<file path="src/sv/ebl_pkg.sv">
// ebl_pkg: shared types and constants of the escalating address blocklist.
// No dependencies; imported by ebl_cell, ebl_ctrl and the top level.
package ebl_pkg;

    localparam int TABLE_ENTRIES = 64;

    localparam logic [1:0] CMD_DEFAULT = 2'd0;

    localparam logic [1:0] CFG_DEFAULT_BAN = 2'd0;
    localparam logic [1:0] CFG_MAX_BAN     = 2'd1;
    localparam logic [1:0] CFG_MAX_WATCH   = 2'd2;

    localparam logic [2:0] ST_ALREADY   = 3'd0;
    localparam logic [2:0] ST_BANNED    = 3'd1;
    localparam logic [2:0] ST_ESCALATED = 3'd2;
    localparam logic [2:0] ST_FULL      = 3'd3;
    localparam logic [2:0] ST_TICK      = 3'd4;

    typedef enum logic [1:0] {
        OP_SEARCH,
        OP_INSERT,
        OP_TICK
    } t_op;

    typedef enum logic [1:0] {
        S_IDLE,
        S_RUN,
        S_INSERT,
        S_HOLD
    } t_state;

    typedef struct packed {
        logic [15:0] default_ban;
        logic [15:0] max_ban;
        logic [15:0] max_watch;
    } t_cfg;

    // token that walks the cell chain
    typedef struct packed {
        logic        valid;
        t_op         op;
        logic        done;
        logic        free_seen;
        logic [2:0]  status;
        logic [31:0] addr;
        logic [15:0] block;
        logic [15:0] applied;
    } t_tok;

endpackage

</file>
<file path="src/sv/ebl_cell.sv">
// ebl_cell: one table entry of the blocklist; updates its entry as the token passes.
// Depends on ebl_pkg.
module ebl_cell (
    input  logic          i_clk,
    input  logic          i_rst_n,
    input  ebl_pkg::t_cfg i_cfg,
    input  ebl_pkg::t_tok i_tok,
    output ebl_pkg::t_tok o_tok
);
    import ebl_pkg::*;

    logic [31:0] r_addr;
    logic        r_ban, r_watch;
    logic [15:0] r_ban_left, r_watch_left, r_last;
    t_tok        r_tok;

    logic [31:0] n_addr;
    logic        n_ban, n_watch;
    logic [15:0] n_ban_left, n_watch_left, n_last;
    t_tok        n_tok;

    logic        w_used;
    logic [16:0] w_twice;
    logic [16:0] w_esc;
    logic [15:0] w_esc_blk;
    logic [15:0] w_watch_len;
    logic [15:0] w_ban_dec;

    assign w_used      = r_ban | r_watch;
    assign w_twice     = {r_last, 1'b0};
    assign w_esc       = (w_twice > {1'b0, i_tok.block}) ? w_twice : {1'b0, i_tok.block};
    assign w_esc_blk   = (w_esc < {1'b0, i_cfg.max_ban}) ? w_esc[15:0] : i_cfg.max_ban;
    assign w_watch_len = (w_twice < {1'b0, i_cfg.max_watch}) ? w_twice[15:0] : i_cfg.max_watch;
    assign w_ban_dec   = (r_ban_left != 16'd0) ? r_ban_left - 16'd1 : r_ban_left;

    always_comb begin
        n_addr       = r_addr;
        n_ban        = r_ban;
        n_watch      = r_watch;
        n_ban_left   = r_ban_left;
        n_watch_left = r_watch_left;
        n_last       = r_last;
        n_tok        = i_tok;
        if (i_tok.valid) begin
            case (i_tok.op)
                OP_TICK: begin
                    if (r_watch) begin
                        if (r_watch_left != 16'd0) begin
                            n_watch_left = r_watch_left - 16'd1;
                        end
                        if (n_watch_left == 16'd0) begin
                            n_watch = 1'b0;
                        end
                    end
                    if (r_ban) begin
                        n_ban_left = w_ban_dec;
                        if (w_ban_dec == 16'd0) begin
                            n_ban = 1'b0;
                            if (w_watch_len == 16'd0) begin
                                n_watch      = 1'b0;
                                n_watch_left = 16'd0;
                            end else begin
                                n_watch      = 1'b1;
                                n_watch_left = w_watch_len;
                            end
                        end
                    end
                end
                OP_SEARCH: begin
                    if (!w_used) begin
                        n_tok.free_seen = 1'b1;
                    end else if (!i_tok.done && r_addr == i_tok.addr) begin
                        n_tok.done = 1'b1;
                        if (r_ban) begin
                            n_tok.status  = ST_ALREADY;
                            n_tok.applied = 16'd0;
                        end else begin
                            n_tok.status  = ST_ESCALATED;
                            n_tok.applied = w_esc_blk;
                            n_last        = w_esc_blk;
                            n_ban_left    = w_esc_blk;
                            if (w_esc_blk == 16'd0) begin
                                // zero ban ends at once with a zero watch
                                n_ban        = 1'b0;
                                n_watch      = 1'b0;
                                n_watch_left = 16'd0;
                            end else begin
                                n_ban = 1'b1;
                            end
                        end
                    end
                end
                OP_INSERT: begin
                    if (!i_tok.done && !w_used) begin
                        n_tok.done   = 1'b1;
                        n_addr       = i_tok.addr;
                        n_ban        = 1'b1;
                        n_ban_left   = i_tok.block;
                        n_last       = i_tok.block;
                        n_watch      = 1'b0;
                        n_watch_left = 16'd0;
                    end
                end
                default: begin
                    n_tok = i_tok;
                end
            endcase
        end
    end

    always_ff @(posedge i_clk) begin
        if (!i_rst_n) begin
            r_ban       <= 1'b0;
            r_watch     <= 1'b0;
            r_tok.valid <= 1'b0;
        end else begin
            r_ban   <= n_ban;
            r_watch <= n_watch;
            r_tok   <= n_tok;
        end
    end

    always_ff @(posedge i_clk) begin
        r_addr       <= n_addr;
        r_ban_left   <= n_ban_left;
        r_watch_left <= n_watch_left;
        r_last       <= n_last;
    end

    assign o_tok = r_tok;

endmodule

</file>
<file path="config.mk">
export PLATFORM = sky130hd
export DESIGN_NAME = ebl_cell
export DESIGN_NICKNAME = d
export VERILOG_FILES = /design/src/sv/ebl_pkg.sv /design/src/sv/ebl_cell.sv
export SDC_FILE = /design/constraint.sdc
export NUM_CORES = 1
export LEC_CHECK = 0
export BUFFER_PORTS_ARGS = -buffer_cell sky130_fd_sc_hd__buf_2
export CAP_MARGIN = 20
export CORE_MARGIN = 2
export CORE_UTILIZATION = 50
export DETAILED_ROUTE_END_ITERATION = 8
export GPL_TIMING_DRIVEN = 1
export PLACE_DENSITY_LB_ADDON = 0.05
export RECOVER_POWER = 50
export SLEW_MARGIN = 0
export SYNTH_ARGS = -nofsm -noshare
export SYNTH_HDL_FRONTEND = slang
export SYNTH_SLANG_ARGS = --single-unit
</file>
<file path="constraint.sdc">
create_clock -name i_clk -period 5.3 [get_ports i_clk]
set_input_delay 0.795 -clock i_clk [delete_from_list [all_inputs] [get_ports i_clk]]
set_output_delay 0.795 -clock i_clk [all_outputs]
set_load 0.02 [all_outputs]
</file>
==> Word-level counts from Yosys, hierarchy flattened <==
Cells that the tools add are included.
W data, S select, Z words.
{ "op_classes": {"addsub": 2, "magnitude_cmp": 3, "eq_ne": 9, "n_mux": 58, "bitwise_logic": 1, "n_reduce_logical": 18} }
{ "op_table": {"columns": ["cell", "count"], "rows": [
  ["$mux W16", 25],
  ["$pmux W16 S3", 2],
  ["$mux W72", 1],
  ["$logic_not A16 Y1", 4],
  ["$lt A17 B16 Y1", 2],
  ["$eq A32 B32 Y1", 1],
  ["$pmux W16 S2", 1],
  ["$reduce_bool A16 Y1", 2],
  ["$sub A16 B1 Y16 const B", 2],
  ["$mux W1", 21],
  ["$gt A17 B16 Y1", 1],
  ["$mux W17", 1],
  ["$reduce_and A7 Y1", 2],
  ["$ne A2 B2 Y1 const B", 6],
  ["$mux W3", 2],
  ["$pmux W1 S3", 2],
  ["$reduce_and A6 Y1", 1],
  ["$reduce_and A5 Y1", 1],
  ["$mux W4", 1],
  ["$reduce_and A3 Y1", 1],
  ["$reduce_bool A3 Y1", 1],
  ["$eq A2 B1 Y1 const B", 1],
  ["$eq A2 B2 Y1 const B", 1],
  ["$logic_and A1 B1 Y1", 2],
  ["other kinds (6)", 7]
]} }
{ "totals": {"register_bits": 154, "inputBits": 122, "output_inout_bits": 72, "word_cells": 105} }

==> Logic depth before layout (Yosys ltp) <==
Gate-level depths: netlist (run 1).
{ "depth": {"ltp_word": 11, "depth_mapped": 19, "ltp_nobuf": 16} }

==> Worst setup path before layout (run 1) <==
Ideal clock, no wire load.
{ "synth_path": {"path_kind": "input to register", "start": "input i_tok[30] in the netlist's numbering", "end": "register r_watch_left[0] (enable)", "setup_time_ps": 394, "arrival_ps": 5246, "required_time_ps": 4906, "slack_ps": -340, "path_stages": 17, "path_buffers": 1, "path_cell_list": "inv_1 ha_1 nand4b_1 nor4_2 a21oi_1 a21oi_4 buf_6 mux2_2 ha_1 nand3_1 nor3_1 a31oi_1 o211ai_1 a31oi_1 or3_1 a2111o_1 a21oi_1"} }
{ "synth_between": {"elab_chain_cells": 7} }
{ "synth_rtl": {"columns": ["item", "line_no", "rtl"], "rows": [
  ["from (decl)", "ebl_cell.sv:7", "input ebl_pkg::t_tok i_tok,"],
  ["$gt A17 B16 Y1", "ebl_cell.sv:31", "assign w_esc = (w_twice > {1'b0, i_tok.block}) ? w_twice : {1'b0, i_tok.block};"],
  ["$mux W17 (*)", "ebl_cell.sv:31", null],
  ["$lt A17 B16 Y1", "ebl_cell.sv:32", "assign w_esc_blk = (w_esc < {1'b0, i_cfg.max_ban}) ? w_esc[15:0] : i_cfg.max_ban;"],
  ["$mux W16 (*)", "ebl_cell.sv:32", null],
  ["$logic_not A16 Y1 (*)", "ebl_cell.sv:82", "if (w_esc_blk == 16'd0) begin"],
  ["$ne A2 B2 Y1 (no source line) (*)", null, null],
  ["$reduce_and A7 Y1 (no source line) (*)", null, null],
  ["to (signal assigned)", "ebl_cell.sv:126", "r_watch_left <= n_watch_left;"],
  ["to (decl)", "ebl_cell.sv:14", "logic [15:0] r_ban_left, r_watch_left, r_last;"]
]} }
Mark *: on every way between the ends. The rest lies on a longest branch, timed or not.
A chain may end at the register's enable or synchronous reset.

==> Worst setup path in the final report (run 1) <==
{ "layout_path": {"start": "input i_tok[31] in the netlist's numbering", "end": "register r_ban_left[5] (data pin)"} }
{ "layout_between": {"elab_chain_cells": 8} }
{ "layout_rtl": {"columns": ["item", "line_no", "rtl"], "rows": [
  ["$gt A17 B16 Y1", "ebl_cell.sv:31", null],
  ["$mux W17 (*)", "ebl_cell.sv:31", null],
  ["$lt A17 B16 Y1", "ebl_cell.sv:32", null],
  ["$mux W16 (*)", "ebl_cell.sv:32", null],
  ["$mux W16 (*)", "ebl_cell.sv:74", "if (r_ban) begin"],
  ["$mux W16 (*)", "ebl_cell.sv:72", "end else if (!i_tok.done && r_addr == i_tok.addr) begin"],
  ["$mux W16 (*)", "ebl_cell.sv:70", "if (!w_used) begin"],
  ["$pmux W16 S3 (*)", "ebl_cell.sv:45", "case (i_tok.op)"],
  ["to (signal assigned)", "ebl_cell.sv:125", "r_ban_left <= n_ban_left;"],
  ["to (decl)", "ebl_cell.sv:14", null]
]} }
Mark *: on every way between the ends. The rest lies on a longest branch, timed or not. The select of a mux whose other input is x is not followed.

==> impl_metrics.ini, run 1 <==
[drt]
wl_per_cell_um = 18.9
via_per_inst = 5.57
dr.pass1.iters = 5
drc = 0
wl_mm = 24.7
first_iter_violations = 480
vias = 7263
ant_nets = 0

[place]
dp_hpwl_mm = 18.8
gp_congestion = 0.871
pre_cts_slack_ps = -80.6
placed_area_mm2 = 0.0107
io_buffers = 177
dp.cells = 1271

[grt]
antenna_found_initial = 1
track_usage = 0.258
grt_pass1_wl_mm = 39.0
grt_start_max_net_pins = 75
grt-ovfl-total = 0
grt_pass1_vias = 7185

[pwr]
switching_share = 0.290
p_switching_mw = 0.912
max-vdd-ir-drop_uv = 212
leakage_nw = 4.49
p_int_mw = 2.23
p_per_area_mw_per_mm2 = 282
seq_power_share = 0.457
clkPwrFrac = 0.400
combPwrFrac = 0.143

[sta]
finalSetupViolCount = 0
worst_slack_ps = 342
layout_worst_path_cycle_share = 0.936
tightest_slew_ps = 4110
rsz0062_at_grt = false
skew_ps = 8.63
hold_violations = 0
final.min_clock_period_ps = 4960
slew_viol_final = 75
max_slew_margin = -1.74
fmax_mhz = 202
finalSetupTns_ps = 0

[cts]
clock_path_buffers = 2
postCtsResizedCells = 0
cts-root-buf = clkbuf_16
clk_latency_ps = 430
cts.sinks = 154
cts_buffers = 17
path_clk_slew_ps = 80
cts_tree = built
ctsHoldBuffers = 0
post-cts-setup-buffer-count = 0
cts.htree.levels = 4

[yosys]
yosys-top-cells-area = edfxtp_1 (50%), ha_1 (6.7%), nand2_1 (4.3%), xnor2_1 (3.9%), mux2i_1 (3.8%)
synth_edf_count = 151
synth_top_area_cell = edfxtp_1
syn_avg_cell_area_um2 = 11.0
ys.flop_type = edfxtp_1
syn_area_mm2 = 0.00912
ys_types = 66
synth-async-reset-ratio = 0
synth_common_cells = edfxtp_1 (151), nand2_1 (105), inv_1 (56)
ys_seq_area_frac = 0.504
synth_seq_cells = 154
postSynthCellCount = 829
yosysTopAreaCellShare = 0.497
yosysMostFrequentCell = edfxtp_1
synthesis.nets = 1000
ys.warnings.count = 0

[finish]
final_net_count = 1232
design_area_mm2 = 0.0112
fillers = 1536
area_growth_pct = 22.2
final_layout_size_suffix_gt1_frac = 0.213
finalNonFillerCells = 1304

[flow_run]
max_cap_viol_count = 1

[critical_path]
slowest_stage = a31oi_2
path_class = in2reg
end_kind = register
cp_data_arrival_time_ps = 5140
cp.buffers_inverters = 4
required_ps = 5490
worstPathMaxFanout = 7
cp_cell_sequence = buf_2, inv_1, ha_1, nand4b_1, nor4_2, a21oi_1, a21oi_4, buf_4, mux2_2, ha_1, a211oi_1, o21ai_0, a31oi_1, o211ai_1, a31oi_2, buf_4, mux2i_1, o21ai_0, mux2_2
max_stage_delay_ps = 370
critPathTopFamily = compound AO/OA/AOI/OAI gates
startpoint_type = primary input

[status]
status = complete, but fails checks
violations = capacitance limit, slew limit

[hold_path]
hp-class = in2reg

[floorplan]
start_util = 0.510
die_w_um = 139
dieArea_mm2 = 0.0193
fp.dieH_um = 139
coreArea_mm2 = 0.0179
rows = 49
ios = 194
==> flip-flops by register name, indices dropped and copies added, names as in the netlist <==
register,count
o_tok,72
r_addr,32
r_ban,1
r_ban_left,16
r_last,16
r_watch,1
r_watch_left,16
==> kinds of logic (layout without fill, tap and decap cells) <==
group | Yosys count | count (layout) | synth area share
and+or+nand+nor | 274 | 274 | 0.154
DFF | 154 | 154 | 0.504
AOI/OAI and AO/OA | 152 | 152 | 0.111
buffers and inverters | 83 | 328 | 0.0395
muxes | 59 | 59 | 0.0680
xor gates and xnor gates | 58 | 58 | 0.0557
adders and majority gates | 49 | 49 | 0.0672
other | 0 | 1 | 0
==> metal layers <==
metal | part of all wire | vias to the layer above | track usage
li1 | - | 3565 | -
met1 | 0.44 | 3430 | 0.343
met2 | 0.47 | 230 | 0.418
met3 | 0.055 | 38 | 0.0559
met4 | 0.031 | 0 | 0.0952
met5 | 0 | - | 0
==> worst reg2reg max path, delay by kind of cell, from the launching register on <==
family / cells / cell delay [ps]
buffers and inverters: 2 / 440
AND/OR/NAND/NOR: 1 / 50
flip-flops: 1 / 530
multiplexers: 3 / 960
AO/OA/AOI/OAI: 9 / 1980
adder cells (fa/ha/maj): 2 / 690
==> final cells by class <==
cell class                 count  area, um2  share of cell area
sequential                   154       4590               0.412
multi-input combinational    592       4200               0.376
timing repair buffer         240       1240               0.112
clock buffer                  17        425              0.0382
tap                          229        287              0.0257
inverter                      56        210              0.0189
clock inverter                15        193              0.0173
antenna                        1       2.50            0.000224
==> worst paths after layout <==
path | from | to | slack (ps) | depth (start not counted)
min reg2reg | r_ban_left[10]$_DFFE_PP_ | r_ban_left[10]$_DFFE_PP_ | 690 | 3
max reg2reg | r_last[3]$_DFFE_PP_ | r_ban_left[5]$_DFFE_PP_ | 410 | 17
min | i_tok[35] | r_addr[3]$_DFFE_PP_ | 620 | 1
max | i_tok[31] | r_ban_left[5]$_DFFE_PP_ | 340 | 19
==> power groups by stage <==
stage,clock network [mW],logic [mW],registers [mW]
finish,1.26,0.449,1.44
global route,1.32,0.492,1.45
CTS,1.27,0.466,1.43
detailed placement,0,0.463,1.46
global placement,0,0.459,1.46
floorplan,0,0.192,1.52
==> placed cells by master, fill, tap and decap left out, drive strengths merged, types with 3 or more instances in the layout <==
cell type / instances
o211ai: 5
a21oi: 23
nand2: 105
xor2: 17
a21o: 7
and2: 3
o211a: 12
clkinv: 6
or4: 5
nand4b: 4
clkbuf: 101
mux2: 24
a31oi: 5
dfxtp: 3
nand2b: 5
and3b: 4
nor2: 30
or3: 5
a2111oi: 3
mux2i: 35
or2: 6
a211o: 3
nor2b: 5
edfxtp: 151
xnor2: 41
nand3: 16
a211oi: 6
nand4: 23
inv: 64
ha: 49
buf: 156
nor4: 23
nor3: 24
o21ai: 63
o21a: 10
and3: 7
==> metrics by stage <==
stage / utilization / power [mW] / hold WS (ps)
after floorplan: - / 1.71 / 649
after global placement: 0.596 / 1.92 / 669
after detailed placement: 0.596 / 1.92 / 671
after CTS: 0.631 / 3.17 / 562
after global routing: 0.623 / 3.26 / 613
final: 0.623 / 3.15 / 620
Power figures use the tool's default switching activity.
==> run 2, diff against run 1 <==
Settings changed: REMOVE_ABC_BUFFERS set to 1.
==> impl_metrics.ini, run 2 (synthesis gave the netlist of run 1 again) <==
[cts]
clk_latency_ps = 440
clock_path_buffers = 2
cts-root-buf = clkbuf_16
cts_buffers = 17
cts.htree.levels = 4
path_clk_slew_ps = 70
cts.sinks = 154
cts_tree = built
post-cts-setup-buffer-count = 0

[hold_path]
hp-class = in2reg

[floorplan]
rows = 49
start_util = 0.510
ios = 194
dieArea_mm2 = 0.0193
die_w_um = 139
coreArea_mm2 = 0.0179
fp.dieH_um = 139

[finish]
area_growth_pct = 21.2
largest_reg_flops = 72
final_net_count = 1224
most-common-layout-cells = edfxtp_1 (151), buf_2 (109), nand2_1 (105)
final_layout_size_suffix_gt1_frac = 0.210
final_common_cell = edfxtp_1
design_area_mm2 = 0.0111

[pwr]
max-vdd-ir-drop_uv = 242
p_per_area_mw_per_mm2 = 281
leakage_nw = 4.44
power.total_mw = 3.11

[drt]
ant_nets = 0
first_iter_violations = 554
dr.pass1.iters = 5
wl_mm = 24.4
via_per_inst = 5.60
drc = 0
wl_per_cell_um = 18.8
vias = 7261

[place]
placed_area_mm2 = 0.0106
io_buffers = 177
dp_hpwl_mm = 18.2
gp_congestion = 0.957

[critical_path]
cp_cell_sequence = buf_2, inv_1, ha_1, nand4b_1, nor4_2, a21oi_1, a21oi_4, buf_4, mux2_2, ha_1, nand3_1, nor3_2, a31oi_1, o211ai_1, a31oi_2, or3_1, a2111o_1, a21oi_1, buf_12
end_kind = register
cp_data_arrival_time_ps = 5060
path_class = in2reg
required_ps = 5440
worstPathMaxFanout = 16
max_stage_delay_ps = 440
startpoint_type = primary input
slowest_stage = a2111o_1

[flow_run]
max_cap_viol_count = 2

[grt]
grt_pass1_vias = 7012
antenna_found_initial = 0
grt_start_max_net_pins = 75
track_usage = 0.255
grt_pass1_wl_mm = 38.4
grt-ovfl-total = 0

[sta]
finalSetupViolCount = 0
skew_ps = 8.95
tightest_slew_ps = 4160
final.min_clock_period_ps = 4920
slew_viol_final = 120
fmax_mhz = 203
rsz0062_at_grt = false
layout_worst_path_cycle_share = 0.928
hold_violations = 0
max_slew_margin = -1.77

[status]
violations = capacitance limit, slew limit
status = complete, but fails checks
==> run 2: cell types whose count changed in the layout (fill, tap and decap cells not counted), sizes merged <==
| cell | change |
|---|---|
| buf | -5 |
| clkbuf | -3 |
| clkinv | +1 |
| clkinvlp | +1 |
| inv | -2 |
==> run 2: worst max-delay path: cells and delay by family <==
| family | cells | cell delay, ps |
|---|---|---|
| AOI/OAI and AO/OA | 7 | 1470 |
| and+or+nand+nor | 5 | 1290 |
| adders and majority gates | 2 | 570 |
| buffers and inverters | 4 | 550 |
| muxes | 1 | 360 |
==> run 2: metal layers <==
metal,part of all wire,wire length [um],vias to the layer above,GRT usage
met1,0.47,11500,3419,0.370
met4,0.026,639,0,0.0888
met5,0,0,-,0
met2,0.44,10800,238,0.380
li1,-,-,3566,-
met3,0.057,1390,38,0.0559
==> run 2: layout make-up <==
cell class,count,area [um2]
multi-input cells,592,4190
fillers,1582,6840
diodes,1,2.50
inverters,56,210
clock inverters,15,174
repair buffers,232,1180
flip-flops and latches,154,4590
clock buffers,17,425
well taps,229,287
==> run 2: stage by stage <==
stage	setup TNS, ps	util	setup slack (ps)	std cells	hold slack, ps
2_1_floorplan	-46420	-	-1580	802	588
3_3_place_gp	-617	0.591	-38.9	1263	677
3_5_place_dp	-1990	0.591	-125	1263	690
4_1_cts	0	0.625	333	1295	559
5_1_grt	0	0.618	24.4	1295	606
6_report	0	0.618	384	1296	618
==> run 2: path summary, 6_finish.rpt <==
kind / from / to / slack [ps] / cells after the start
max reg2reg: r_last[13]$_DFFE_PP_ / r_watch_left[1]$_SDFFCE_PN0P_ / 430 / 17
min: i_tok[22] / o_tok[22]$_DFFE_PP_ / 620 / 1
min reg2reg: r_ban_left[10]$_DFFE_PP_ / r_ban_left[10]$_DFFE_PP_ / 710 / 3
max: i_tok[29] / r_watch_left[1]$_SDFFCE_PN0P_ / 380 / 19
==> run 2: report_power, final <==
part	switching (mW)	internal, mW	leakage, nW	total (mW)
Clock	0.594	0.634	0.284	1.23
Combinational	0.272	0.172	2.71	0.444
Sequential	0.0272	1.41	1.45	1.44
Total	0.893	2.22	4.44	3.11
==> run 2: repair_timing <==
action | CTS | global route
endpoints found under the hold margin | 0 | 0
setup endpoints to repair | 0 | 16
gates resized for setup | 0 | 1
hold buffers | 0 | 0
