### src/sv/ebl_pkg.sv
// ebl_pkg: shared types and constants of the escalating address blocklist.
// No dependencies; imported by ebl_cell, ebl_ctrl and the top level.
package ebl_pkg;

    localparam int TABLE_ENTRIES = 64;

    localparam logic [1:0] CMD_DEFAULT = 2'd0;

    localparam logic [1:0] CFG_DEFAULT_BAN = 2'd0;
    localparam logic [1:0] CFG_MAX_BAN     = 2'd1;
    localparam logic [1:0] CFG_MAX_WATCH   = 2'd2;

    localparam logic [2:0] ST_ALREADY   = 3'd0;
    localparam logic [2:0] ST_BANNED    = 3'd1;
    localparam logic [2:0] ST_ESCALATED = 3'd2;
    localparam logic [2:0] ST_FULL      = 3'd3;
    localparam logic [2:0] ST_TICK      = 3'd4;

    typedef enum logic [1:0] {
        OP_SEARCH,
        OP_INSERT,
        OP_TICK
    } t_op;

    typedef enum logic [1:0] {
        S_IDLE,
        S_RUN,
        S_INSERT,
        S_HOLD
    } t_state;

    typedef struct packed {
        logic [15:0] default_ban;
        logic [15:0] max_ban;
        logic [15:0] max_watch;
    } t_cfg;

    // token that walks the cell chain
    typedef struct packed {
        logic        valid;
        t_op         op;
        logic        done;
        logic        free_seen;
        logic [2:0]  status;
        logic [31:0] addr;
        logic [15:0] block;
        logic [15:0] applied;
    } t_tok;

endpackage

### src/sv/ebl_ctrl.sv
// ebl_ctrl: handshakes, configuration registers, token launch and result decode.
// Depends on ebl_pkg.
module ebl_ctrl (
    input  logic          i_clk,
    input  logic          i_rst_n,
    input  logic          i_valid,
    output logic          o_stall,
    input  logic [1:0]    i_cmd,
    input  logic [31:0]   i_ip_address,
    input  logic [15:0]   i_ban_minutes,
    output logic          o_valid,
    input  logic          i_stall,
    output logic [2:0]    o_status,
    output logic [15:0]   o_applied_minutes,
    input  logic          i_cfg_valid,
    output logic          o_cfg_ready,
    input  logic [1:0]    i_cfg_index,
    input  logic [15:0]   i_cfg_data,
    output ebl_pkg::t_cfg o_cfg,
    output ebl_pkg::t_tok o_head,
    input  ebl_pkg::t_tok i_tail
);
    import ebl_pkg::*;

    t_state      r_state, n_state;
    t_cfg        r_cfg;
    t_tok        r_head, n_head;
    logic [2:0]  r_res_status, n_res_status;
    logic [15:0] r_res_min, n_res_min;
    logic        r_out_valid;
    logic [2:0]  r_out_status;
    logic [15:0] r_out_min;

    logic        w_load_out, w_need_insert;
    logic [15:0] w_base, w_block;
    logic [2:0]  w_status;
    logic [15:0] w_min;

    assign w_base  = (i_cmd == CMD_DEFAULT) ? r_cfg.default_ban : i_ban_minutes;
    assign w_block = (w_base < r_cfg.max_ban) ? w_base : r_cfg.max_ban;

    assign w_need_insert = (i_tail.op == OP_SEARCH) && !i_tail.done
                           && (i_tail.block != 16'd0) && i_tail.free_seen;

    always_comb begin
        if (i_tail.op == OP_TICK) begin
            w_status = ST_TICK;
            w_min    = 16'd0;
        end else if (i_tail.done) begin
            w_status = i_tail.status;
            w_min    = i_tail.applied;
        end else if (i_tail.block == 16'd0) begin
            w_status = ST_BANNED;
            w_min    = 16'd0;
        end else if (!i_tail.free_seen) begin
            w_status = ST_FULL;
            w_min    = 16'd0;
        end else begin
            w_status = ST_BANNED;
            w_min    = i_tail.block;
        end
    end

    // next state
    always_comb begin
        n_state = r_state;
        case (r_state)
            S_IDLE: begin
                if (i_valid) begin
                    n_state = S_RUN;
                end
            end
            S_RUN: begin
                if (i_tail.valid) begin
                    n_state = w_need_insert ? S_INSERT : S_HOLD;
                end
            end
            S_INSERT: begin
                if (i_tail.valid) begin
                    n_state = S_HOLD;
                end
            end
            S_HOLD: begin
                if (!r_out_valid || !i_stall) begin
                    n_state = S_IDLE;
                end
            end
            default: begin
                n_state = S_IDLE;
            end
        endcase
    end

    // outputs
    always_comb begin
        w_load_out   = 1'b0;
        o_stall      = 1'b1;
        n_head       = r_head;
        n_head.valid = 1'b0;
        n_res_status = r_res_status;
        n_res_min    = r_res_min;
        case (r_state)
            S_IDLE: begin
                o_stall  = 1'b0;
                if (i_valid) begin
                    n_head.valid     = 1'b1;
                    n_head.op        = i_cmd[1] ? OP_TICK : OP_SEARCH;
                    n_head.done      = 1'b0;
                    n_head.free_seen = 1'b0;
                    n_head.status    = ST_BANNED;
                    n_head.addr      = i_ip_address;
                    n_head.block     = w_block;
                    n_head.applied   = 16'd0;
                end
            end
            S_RUN: begin
                if (i_tail.valid) begin
                    n_res_status = w_status;
                    n_res_min    = w_min;
                    if (w_need_insert) begin
                        n_head       = i_tail;
                        n_head.op    = OP_INSERT;
                        n_head.done  = 1'b0;
                    end
                end
            end
            S_INSERT: begin
                n_head.valid = 1'b0;
            end
            S_HOLD: begin
                w_load_out = !r_out_valid || !i_stall;
            end
            default: begin
                o_stall = 1'b1;
            end
        endcase
    end

    always_ff @(posedge i_clk) begin
        if (!i_rst_n) begin
            r_state           <= S_IDLE;
            r_head.valid      <= 1'b0;
            r_out_valid       <= 1'b0;
            r_cfg.default_ban <= 16'd10;
            r_cfg.max_ban     <= 16'd1440;
            r_cfg.max_watch   <= 16'd2880;
        end else begin
            r_state <= n_state;
            r_head  <= n_head;
            if (w_load_out) begin
                r_out_valid <= 1'b1;
            end else if (!i_stall) begin
                r_out_valid <= 1'b0;
            end
            if (i_cfg_valid) begin
                case (i_cfg_index)
                    CFG_DEFAULT_BAN: r_cfg.default_ban <= i_cfg_data;
                    CFG_MAX_BAN:     r_cfg.max_ban     <= i_cfg_data;
                    CFG_MAX_WATCH:   r_cfg.max_watch   <= i_cfg_data;
                    default: begin
                        r_cfg <= r_cfg;
                    end
                endcase
            end
        end
    end

    always_ff @(posedge i_clk) begin
        r_res_status <= n_res_status;
        r_res_min    <= n_res_min;
        if (w_load_out) begin
            r_out_status <= r_res_status;
            r_out_min    <= r_res_min;
        end
    end

    assign o_valid           = r_out_valid;
    assign o_status          = r_out_status;
    assign o_applied_minutes = r_out_min;
    assign o_cfg_ready       = 1'b1;
    assign o_cfg             = r_cfg;
    assign o_head            = r_head;

endmodule

### config.mk
export PLATFORM = sky130hd
export DESIGN_NAME = ebl_ctrl
export DESIGN_NICKNAME = d
export VERILOG_FILES = /design/src/sv/ebl_pkg.sv /design/src/sv/ebl_ctrl.sv
export SDC_FILE = /design/constraint.sdc
export NUM_CORES = 1
export LEC_CHECK = 0
export BUFFER_PORTS_ARGS = -buffer_cell sky130_fd_sc_hd__buf_2
export CAP_MARGIN = 5
export CORE_ASPECT_RATIO = 0.75
export CORE_UTILIZATION = 52
export CTS_BUF_LIST = sky130_fd_sc_hd__clkbuf_8 sky130_fd_sc_hd__clkbuf_16
export CTS_CLUSTER_DIAMETER = 40
export CTS_CLUSTER_SIZE = 8
export DETAILED_ROUTE_END_ITERATION = 6
export PLACE_DENSITY = 0.9
export SYNTH_ARGS = -nofsm -noshare
export SYNTH_HDL_FRONTEND = slang
export SYNTH_SLANG_ARGS = --single-unit
### constraint.sdc
create_clock -name i_clk -period 12.38 [get_ports i_clk]
set_clock_uncertainty 0.1 [all_clocks]
set_input_delay 2.476 -clock i_clk [delete_from_list [all_inputs] [get_ports i_clk]]
set_output_delay 2.476 -clock i_clk [all_outputs]
set_load 0.02 [all_outputs]
# ---- Yosys cells after proc, flatten, opt, wreduce, memory -nomap -nowiden
# Cells that the tools add are included.
dict set report op_classes {
  order_cmp 1
  n_eq_ne 12
  mux 24
  reduce_logical 20
}
# operator count
set op_table {}
lappend op_table {{72-bit 2-to-1 mux} 3}
lappend op_table {{71-bit one-hot mux with 2 select lines} 1}
lappend op_table {{16-bit 2-to-1 mux} 5}
lappend op_table {{16-bit logical NOT} 1}
lappend op_table {{16-bit < comparator} 1}
lappend op_table {{16-bit nonzero test} 1}
lappend op_table {{2-bit 2-to-1 mux} 7}
lappend op_table {{2-bit != test, second input constant} 5}
lappend op_table {{2-bit == test, second input constant} 4}
lappend op_table {{2-bit logical NOT} 4}
lappend op_table {{2-bit one-hot mux with 4 select lines} 1}
lappend op_table {{2-bit AND reduction} 4}
lappend op_table {{1-bit 2-to-1 mux} 5}
lappend op_table {{5-bit AND reduction} 1}
lappend op_table {{2-bit by 1-bit == test with 1-bit output, second input constant} 2}
lappend op_table {{4-bit AND reduction} 1}
lappend op_table {{1-bit logical AND} 3}
lappend op_table {{1-bit logical NOT} 3}
lappend op_table {{3-bit 2-to-1 mux} 1}
lappend op_table {{2-bit by 1-bit != test with 1-bit output, second input constant} 1}
lappend op_table {{1-bit one-hot mux with 2 select lines} 1}
lappend op_table {{2-bit nonzero test} 1}
lappend op_table {{1-bit logical OR} 1}
dict set report totals {
  regBits 161
  input_bits 145
  out_inout_bits 142
  elab_cells 74
}

# ---- Depth between registers and ports, before layout
# Gate-level depths: netlist (run 1).
dict set report depth {
  depth_word 7
  depth_mapped 12
  depth_no_buf 9
}

# ---- Worst setup path before layout (run 1)
# Ideal clock, no wire load.
dict set report synth_path {
  path_kind {input to register}
  start {input port i_tail[71] in the netlist's numbering}
  end {register r_head (netlist bit o_head[0]) (enable)}
  setup_time_ns 0.424
  arrival_time_ns 5.236
  required_ns 11.856
  slack_ns 6.621
  path_stages 5
  n_path_buf 2
  cell_sequence {and2_1 and3_1 clkbuf_1 clkbuf_1 o211a_1}
}
dict set report synth_between {
  elab_chain_cells 2
}
# item line_no
set synth_rtl {}
lappend synth_rtl {{start, declared} ebl_ctrl.sv:21} ;# input ebl_pkg::t_tok i_tail
lappend synth_rtl {{2-bit != test (no line)} --}
lappend synth_rtl {{5-bit AND reduction (no line)} --}
lappend synth_rtl {{end signal, assigned} ebl_ctrl.sv:149} ;# r_head <= n_head;
lappend synth_rtl {{end, declared} ebl_ctrl.sv:27} ;# t_tok r_head, n_head;
# Every way passes these cells.
# A chain may end at the register's enable or synchronous reset.

# ---- Worst setup path in the final report (run 1)
dict set report layout_path {
  start {input port i_tail[68] in the netlist's numbering}
  end {register r_head (netlist bit o_head[5]) (enable)}
}
dict set report layout_between {
  elab_chain_cells 6
}
# item line_no
set layout_rtl {}
lappend layout_rtl {{1-bit logical NOT} ebl_ctrl.sv:42} ;# assign w_need_insert = (i_tail.op == OP_SEARCH) && !i_tail.done
lappend layout_rtl {{1-bit logical AND} ebl_ctrl.sv:42}
lappend layout_rtl {{1-bit logical AND (2 in series)} ebl_ctrl.sv:43} ;# && (i_tail.block != 16'd0) && i_tail.free_seen;
lappend layout_rtl {{2-bit != test (no line)} --}
lappend layout_rtl {{5-bit AND reduction (no line)} --}
# Every way passes these cells.

==> metrics.cfg, run 1 <==
[synthesis]
synth_simple_gate_area_frac = 0.1343
synthMuxAreaShare = 0.02584
postSynthAreaPerCell_um2 = 11.90
ys_seq_elements = 159
asyncSetResetFlopFracSynth = 0
synth.yosys.seq_area_share = 0.6145
synth_edf_count = 107
synthXorXnorAreaFrac = 0
synth_top_family_by_area = compound AO/OA/AOI/OAI gates
yosys.cell_types.count = 45
synth_compound_gate_area_share = 0.1529
post_synth_fa_ha_maj_area_fraction = 0.03615
syn_area_um2 = 6923
mappedNetlistNets = 747
synthesis.instances = 582
synthFlopType = sky130_fd_sc_hd__edfxtp_1
yosys_warnings = 0

[cts]
cts_max_path_buffers = 2
holdBufCountCts = 0
cts.sinks = 159
clk_latency_ps = 410
number_of_buffers_created_by_cts = 17
post_cts_resized = 0
cts.clk_slew.worst_paths_ps = 60
cts_tree = yes
htree_num_levels = 4
post-cts-setup-buffer-count = 0
clk_root_buffer_cell = sky130_fd_sc_hd__clkbuf_16

[cells_and_area]
area_delta_synth_final_pct = 30.25
sequential_cell_area_um2 = 4254
post_route_cells_drive_above_1_share = 0.4035
multi_input_area_um2 = 2440
fill_cells = 968
layout.nets = 1018
diodes = 0

[grt]
gr-usage-all-layers = 0.2665
globalRoute.totalOverflow = 0
grt_start_max_net_pins = 71
via_count_of_the_first_global_routing_pass = 5073
grt_pass1_wl_mm = 27.67
number_of_antenna_violations_at_the_first_check_in_global_routing = 0

[setup_path]
worstPathRequired_ps = 12310
critPathLaunch = i_tail[68]
worstSetupPathType = in -> reg
rr_startpoint = r_state[1]$_SDFFE_PN0P_
critPathLaunchType = primary input
timing.critical_path.arrival_ps = 5210
cp_num_buf_inv = 2
r2r_cells = 6
crit_chain = buf_2 > nor2b_1 > and2_1 > and3_2 > buf_4 > o211a_4
endpoint_kind_of_the_worst_setup_timing_path = flip-flop
worstPathMaxFanout = 70
critical_path_cell_count = 6
max_stage_delay_ps = 920
cell_class_contributing_the_biggest_share_of_worst_path_delay = simple AND/OR/NAND/NOR gates
slowest_stage = sky130_fd_sc_hd__o211a_4

[detailed_routing]
avgRoutedWirePerCell_um = 18.05
drt_pass1_iterations = 5
routed-via-count = 5569
drt.antenna.violating_nets = 0
dr.first_iter.drc_count = 454
drc_errors = 0
routed_wl_mm = 18.70
drt-vias-per-instance = 5.375

[floorplanning]
die_w_um = 135.2
start_util = 0.5337
dieArea_um2 = 13780
design.core.area_um2 = 12970
die-height_um = 101.9
io-pin-count = 287
rows = 36

[sta]
finalCritPeriodShare = 0.4260
max-slew-margin-rel = 0.2767
slew_violations = 0
finalSetupTns_ps = 0
fmax_ghz = 0.1896
finalHoldViolCount = 0
setup_ws_final_ps = 7106
fin_crit_ps = 5274
worst-slew-pin-transition_ps = 1079
finalSetupViolCount = 0
rsz_0062_raised_after_global_routing = false

[placed_design]
port-buffer-count = 284
gp_congestion = 0.8776
hpwlAfterDp_mm = 14.17
placement.setup.worst_slack_ps = 6687

[power_and_ir_drop]
p_per_area_nw_per_um2 = 178.8
power.leakage_nw = 3.931
worst_vdd_ir_mv = 0.1064
fin_total_pwr_w = 0.001613

[min_path]
min_path_type = reg -> reg
hold_startpoint = r_res_min[6]$_SDFFCE_PN0P_
min_delay_path_depth = 0

[run_status]
status = finished clean

[flow_run]
drv.max_cap_violation_count = 0

[routing by layer]
metal / vias up / routed length (µm) / part of all wire / GRT usage
met5: - / 0 / 0 / 0
met4: 0 / 201 / 0.011 / 0.07260
met3: 19 / 1340 / 0.072 / 0.05010
met2: 252 / 8841 / 0.47 / 0.4213
met1: 2646 / 8315 / 0.44 / 0.3789
li1: 2652 / - / - / -
[Yosys cell counts (2+ instances only)]
| cell type | instances | area (µm²) |
|---|---|---|
| sky130_fd_sc_hd__a21o_1 | 5 | 37.54 |
| sky130_fd_sc_hd__edfxtp_1 | 107 | 3213 |
| sky130_fd_sc_hd__nor4_1 | 4 | 25.02 |
| sky130_fd_sc_hd__nand3_1 | 11 | 55.05 |
| sky130_fd_sc_hd__a22oi_1 | 14 | 105.1 |
| sky130_fd_sc_hd__and3_1 | 2 | 12.51 |
| sky130_fd_sc_hd__conb_1 | 2 | 7.510 |
| sky130_fd_sc_hd__o21ai_0 | 2 | 10.01 |
| sky130_fd_sc_hd__a21oi_1 | 10 | 50.05 |
| sky130_fd_sc_hd__nand3b_1 | 2 | 15.01 |
| sky130_fd_sc_hd__clkbuf_1 | 32 | 120.1 |
| sky130_fd_sc_hd__a221o_1 | 11 | 110.1 |
| sky130_fd_sc_hd__o211ai_1 | 5 | 37.54 |
| sky130_fd_sc_hd__and2b_1 | 6 | 45.04 |
| sky130_fd_sc_hd__and2_1 | 22 | 137.6 |
| sky130_fd_sc_hd__dfxtp_1 | 52 | 1041 |
| sky130_fd_sc_hd__inv_1 | 19 | 71.32 |
| sky130_fd_sc_hd__ha_1 | 20 | 250.2 |
| sky130_fd_sc_hd__nor2b_1 | 15 | 93.84 |
| sky130_fd_sc_hd__and3b_1 | 2 | 17.52 |
| sky130_fd_sc_hd__a22o_1 | 32 | 280.3 |
| sky130_fd_sc_hd__a21boi_0 | 39 | 292.8 |
| sky130_fd_sc_hd__mux2_2 | 15 | 168.9 |
| sky130_fd_sc_hd__nor2_1 | 29 | 108.9 |
| sky130_fd_sc_hd__a221o_2 | 6 | 67.56 |
| sky130_fd_sc_hd__nand2_1 | 97 | 364.1 |
| sky130_fd_sc_hd__buf_4 | 3 | 22.52 |
[power breakdown]
group / internal (W) / switching [W] / total [W] / leakage [nW]
clock: 0.000268 / 0.000234 / 0.000501 / 0.272
combinational: 0.000126 / 0.000264 / 0.000390 / 2.23
sequential: 0.000691 / 0.0000300 / 0.000721 / 1.43
total: 0.00109 / 0.000527 / 0.00161 / 3.93
[cell type report]
type                       count  area share
multi-input combinational    366      0.2706
sequential                   159      0.4718
inverter                      19    0.007909
tap                          171     0.02373
timing repair buffer         290      0.1626
clock inverter                14     0.01623
clock buffer                  17     0.04718
[placed cells by master (no fill, tap or decap), types with 2 or more instances in the layout]
| cell type | Yosys | final |
|---|---|---|
| sky130_fd_sc_hd__buf_2 | 0 | 284 |
| sky130_fd_sc_hd__edfxtp_1 | 107 | 107 |
| sky130_fd_sc_hd__nand2_1 | 97 | 97 |
| sky130_fd_sc_hd__dfxtp_1 | 52 | 52 |
| sky130_fd_sc_hd__a21boi_0 | 39 | 38 |
| sky130_fd_sc_hd__a22o_1 | 32 | 32 |
| sky130_fd_sc_hd__nor2_1 | 29 | 29 |
| sky130_fd_sc_hd__and2_1 | 22 | 22 |
| sky130_fd_sc_hd__ha_1 | 20 | 20 |
| sky130_fd_sc_hd__inv_1 | 19 | 19 |
| sky130_fd_sc_hd__clkbuf_16 | 0 | 17 |
| sky130_fd_sc_hd__mux2_2 | 15 | 15 |
| sky130_fd_sc_hd__nor2b_1 | 15 | 14 |
| sky130_fd_sc_hd__a22oi_1 | 14 | 14 |
| sky130_fd_sc_hd__nand3_1 | 11 | 11 |
| sky130_fd_sc_hd__a221o_1 | 11 | 11 |
| sky130_fd_sc_hd__a21oi_1 | 10 | 10 |
| sky130_fd_sc_hd__and2b_1 | 6 | 6 |
| sky130_fd_sc_hd__a221o_2 | 6 | 6 |
| sky130_fd_sc_hd__buf_4 | 3 | 6 |
| sky130_fd_sc_hd__a21o_1 | 5 | 5 |
| sky130_fd_sc_hd__o211ai_1 | 5 | 5 |
| sky130_fd_sc_hd__inv_8 | 0 | 5 |
| sky130_fd_sc_hd__nor4_1 | 4 | 4 |
| sky130_fd_sc_hd__inv_6 | 0 | 3 |
| sky130_fd_sc_hd__clkinvlp_4 | 0 | 3 |
| sky130_fd_sc_hd__o21ai_0 | 2 | 2 |
| sky130_fd_sc_hd__and3b_1 | 2 | 2 |
| sky130_fd_sc_hd__nand3b_1 | 2 | 2 |
| sky130_fd_sc_hd__conb_1 | 2 | 2 |
| sky130_fd_sc_hd__clkinv_8 | 0 | 2 |
[through the flow]
step / hold WS (ps) / instance area [µm²] / instances / utilization
floorplan: 300.3 / 6923 / 582 / -
global placement: 302.3 / 8446 / 1005 / 0.6510
detailed placement: 304.5 / 8446 / 1005 / 0.6510
CTS: 319.6 / 9017 / 1036 / 0.6951
global route: 328.1 / 9017 / 1036 / 0.6951
finish: 320.3 / 9017 / 1036 / 0.6951
[state kept, by name, summed over array words and instances, names as in the netlist]
signal	flops
o_head	70
o_cfg	48
o_applied_minutes	16
r_res_min	16
o_status	3
r_res_status	3
r_state	2
o_valid	1
[worst paths after layout]
path,to,slack [ps]
min reg2reg,o_applied_minutes[6]$_DFFE_PP_,320
max,o_head[5]$_DFFE_PP_,7110
min,o_applied_minutes[6]$_DFFE_PP_,320
max reg2reg,o_head[5]$_DFFE_PP_,8570
[kinds of logic (layout without fill, tap and decap cells)]
kind of cell    count (synthesis)  in the layout
flops                         159            159
fa+ha+maj                      20             20
mux                            16             16
compound gates                131            131
buf+inv                        57            340
other cells                     2              2
simple gates                  197            197
Note: power is estimated with default switching activity, not from simulation.
==> inputs of run 2 (changes only) <==
--- a/config.mk
+++ b/config.mk
@@ -8,12 +8,12 @@
 export BUFFER_PORTS_ARGS = -buffer_cell sky130_fd_sc_hd__buf_2
 export CAP_MARGIN = 5
 export CORE_ASPECT_RATIO = 0.75
-export CORE_UTILIZATION = 52
+export CORE_UTILIZATION = 48
 export CTS_BUF_LIST = sky130_fd_sc_hd__clkbuf_8 sky130_fd_sc_hd__clkbuf_16
 export CTS_CLUSTER_DIAMETER = 40
 export CTS_CLUSTER_SIZE = 8
 export DETAILED_ROUTE_END_ITERATION = 6
-export PLACE_DENSITY = 0.9
+export PLACE_DENSITY = 0.84
 export SYNTH_ARGS = -nofsm -noshare
 export SYNTH_HDL_FRONTEND = slang
 export SYNTH_SLANG_ARGS = --single-unit
==> constraint.sdc (replaced) <==
create_clock -name i_clk -period 5 [get_ports i_clk]
set_clock_uncertainty 0.1 [all_clocks]
set_input_delay 1 -clock i_clk [delete_from_list [all_inputs] [get_ports i_clk]]
set_output_delay 1 -clock i_clk [all_outputs]
set_load 0.02 [all_outputs]
==> run 2 against run 1 <==
  * Largest cell class unchanged
  * Total power is 150% higher
  * Cell count is 0.87% higher
  * Routed wire length is 3.2% higher
==> metrics.cfg, run 2 (synthesized netlist as in run 1, its figures left out) <==
[sta]
worst-slew-pin-transition_ps = 1264
finalHoldViolCount = 0
fin_crit_ps = 3863
finalCritPeriodShare = 0.7727
max-slew-margin-rel = 0.1526
rsz_0062_raised_after_global_routing = false
fmax_ghz = 0.2588
finalSetupTns_ps = 0
slew_violations = 0
finalSetupViolCount = 0

[floorplanning]
die-height_um = 106.0
io-pin-count = 287
rows = 37
start_util = 0.4985
die_w_um = 140.7
dieArea_um2 = 14910
design.core.area_um2 = 13890

[detailed_routing]
drt-vias-per-instance = 5.328
drc_errors = 0
routed-via-count = 5568
drt.antenna.violating_nets = 0
routed_wl_mm = 19.29
dr.first_iter.drc_count = 451
avgRoutedWirePerCell_um = 18.46
drt_pass1_iterations = 5

[grt]
grt_start_max_net_pins = 70
grt_pass1_wl_mm = 28.84
gr-usage-all-layers = 0.2593
number_of_antenna_violations_at_the_first_check_in_global_routing = 3
via_count_of_the_first_global_routing_pass = 5077
globalRoute.totalOverflow = 0

[power_and_ir_drop]
switching_share = 0.3289
worst_vdd_ir_mv = 0.2452
power.leakage_nw = 3.941
clock_power_share = 0.311
p_per_area_nw_per_um2 = 444.3
power.net_switching_w = 0.001322
fin_total_pwr_w = 0.004021
combPwrFrac = 0.247
sequential_cell_fraction_of_total_power = 0.442
internal-power_w = 0.002698

[cts]
clk_latency_ps = 420
number_of_buffers_created_by_cts = 17
cts.clk_slew.worst_paths_ps = 70
cts.sinks = 159
holdBufCountCts = 0
post_cts_resized = 0
post-cts-setup-buffer-count = 0
htree_num_levels = 4
cts_tree = yes
clk_root_buffer_cell = sky130_fd_sc_hd__clkbuf_16
cts_max_path_buffers = 2

[setup_path]
timing.critical_path.arrival_ps = 3930
r2r_cells = 6
worstSetupPathType = in -> reg
critPathLaunch = i_cmd[0]
reg2reg_setup_slack_ps = 1930
critPathLaunchType = primary input
worstPathRequired_ps = 5070
rr_startpoint = r_state[1]$_SDFFE_PN0P_
worstPathMaxFanout = 16
endpoint_kind_of_the_worst_setup_timing_path = flip-flop
worst_reg2reg_endpoint = o_head[59]$_DFFE_PP_
endpoint = o_head[21]$_DFFE_PP_

[cells_and_area]
largest_reg_flops = 70
postLayoutCoreUtil = 0.6516
final_common_cell = sky130_fd_sc_hd__buf_2
fill_cells = 1102
area_delta_synth_final_pct = 30.72
stdcell_count = 1045
post_route_cells_drive_above_1_share = 0.4035
layout.nets = 1017
finalInstanceArea_um2 = 9050
final_cell_mix = sky130_fd_sc_hd__buf_2, sky130_fd_sc_hd__edfxtp_1, sky130_fd_sc_hd__nand2_1

[min_path]
min_path_type = reg -> reg

[placed_design]
gp_congestion = 0.9046
hpwlAfterDp_mm = 14.53
port-buffer-count = 284
place_inst = 1008
detailed_place.area_um2 = 8461

[run_status]
status = finished clean

[flow_run]
drv.max_cap_violation_count = 0

[run 2: changes by cell type in the layout (fill, tap and decap cells not counted)]
cell,change
sky130_fd_sc_hd__diode_2,+5
sky130_fd_sc_hd__inv_1,+1
sky130_fd_sc_hd__buf_12,+1
sky130_fd_sc_hd__nor3b_2,+1
sky130_fd_sc_hd__clkinv_4,+1
sky130_fd_sc_hd__clkinvlp_4,-1
sky130_fd_sc_hd__buf_4,-2
sky130_fd_sc_hd__nor3b_1,-1
[run 2: per-stage QoR]
step | hold slack (ps) | worst slack (ps)
after global routing | 324.1 | 1075
after floorplan | 300.3 | 716.6
after CTS | 315.2 | 1164
after global placement | 301.2 | 812.7
after detailed placement | 304.5 | 750.7
final | 313.7 | 1137
[run 2: worst max-delay path, stage by stage]
cell and delay [ps]:
sky130_fd_sc_hd__buf_2 110, sky130_fd_sc_hd__nor2_1 170, sky130_fd_sc_hd__buf_4 270, sky130_fd_sc_hd__mux2_2 380, sky130_fd_sc_hd__ha_1 300, sky130_fd_sc_hd__a21o_1 160
sky130_fd_sc_hd__a221o_1 360, sky130_fd_sc_hd__a221oi_2 330, sky130_fd_sc_hd__o21ai_1 100, sky130_fd_sc_hd__and2_1 340, sky130_fd_sc_hd__a221o_2 400
[run 2: how the worst min path moves through the flow]
stage,from,end,cells after the start
floorplan,r_res_min[0]$_SDFFCE_PN0P_,o_applied_minutes[0]$_DFFE_PP_,0
global route,r_res_status[1]$_SDFFCE_PN0P_,o_status[1]$_DFFE_PP_,0
detailed placement,r_res_min[14]$_SDFFCE_PN0P_,o_applied_minutes[14]$_DFFE_PP_,0
CTS,r_res_min[14]$_SDFFCE_PN0P_,o_applied_minutes[14]$_DFFE_PP_,0
finish,r_res_min[14]$_SDFFCE_PN0P_,o_applied_minutes[14]$_DFFE_PP_,0
global placement,r_res_min[9]$_SDFFCE_PN0P_,o_applied_minutes[9]$_DFFE_PP_,0
[run 2: routing by layer]
metal | share of wire | global-route usage | wire length [µm] | up-vias
li1 | - | - | - | 2665
met1 | 0.45 | 0.3563 | 8614 | 2661
met2 | 0.46 | 0.3987 | 8913 | 224
met3 | 0.080 | 0.07072 | 1541 | 18
met4 | 0.011 | 0.08385 | 221 | 0
met5 | 0 | 0 | 0 | -
[run 2: cell type report]
class,count,area [µm²],area share
multi-input combinational,366,2445,0.2702
clock inverter,15,151.4,0.01673
timing repair buffer,289,1471,0.1626
inverter,19,71.32,0.007881
clock buffer,17,425.4,0.04701
antenna,5,12.51,0.001383
tap,175,219.0,0.02419
sequential,159,4254,0.4701
[run 2: power groups by stage]
stage	clock network [W]	logic [W]	registers (W)
floorplan	0	0.000389	0.00203
global placement	0	0.000974	0.00180
detailed placement	0	0.000991	0.00180
CTS	0.00126	0.000998	0.00178
global route	0.00133	0.00107	0.00180
finish	0.00125	0.000995	0.00178
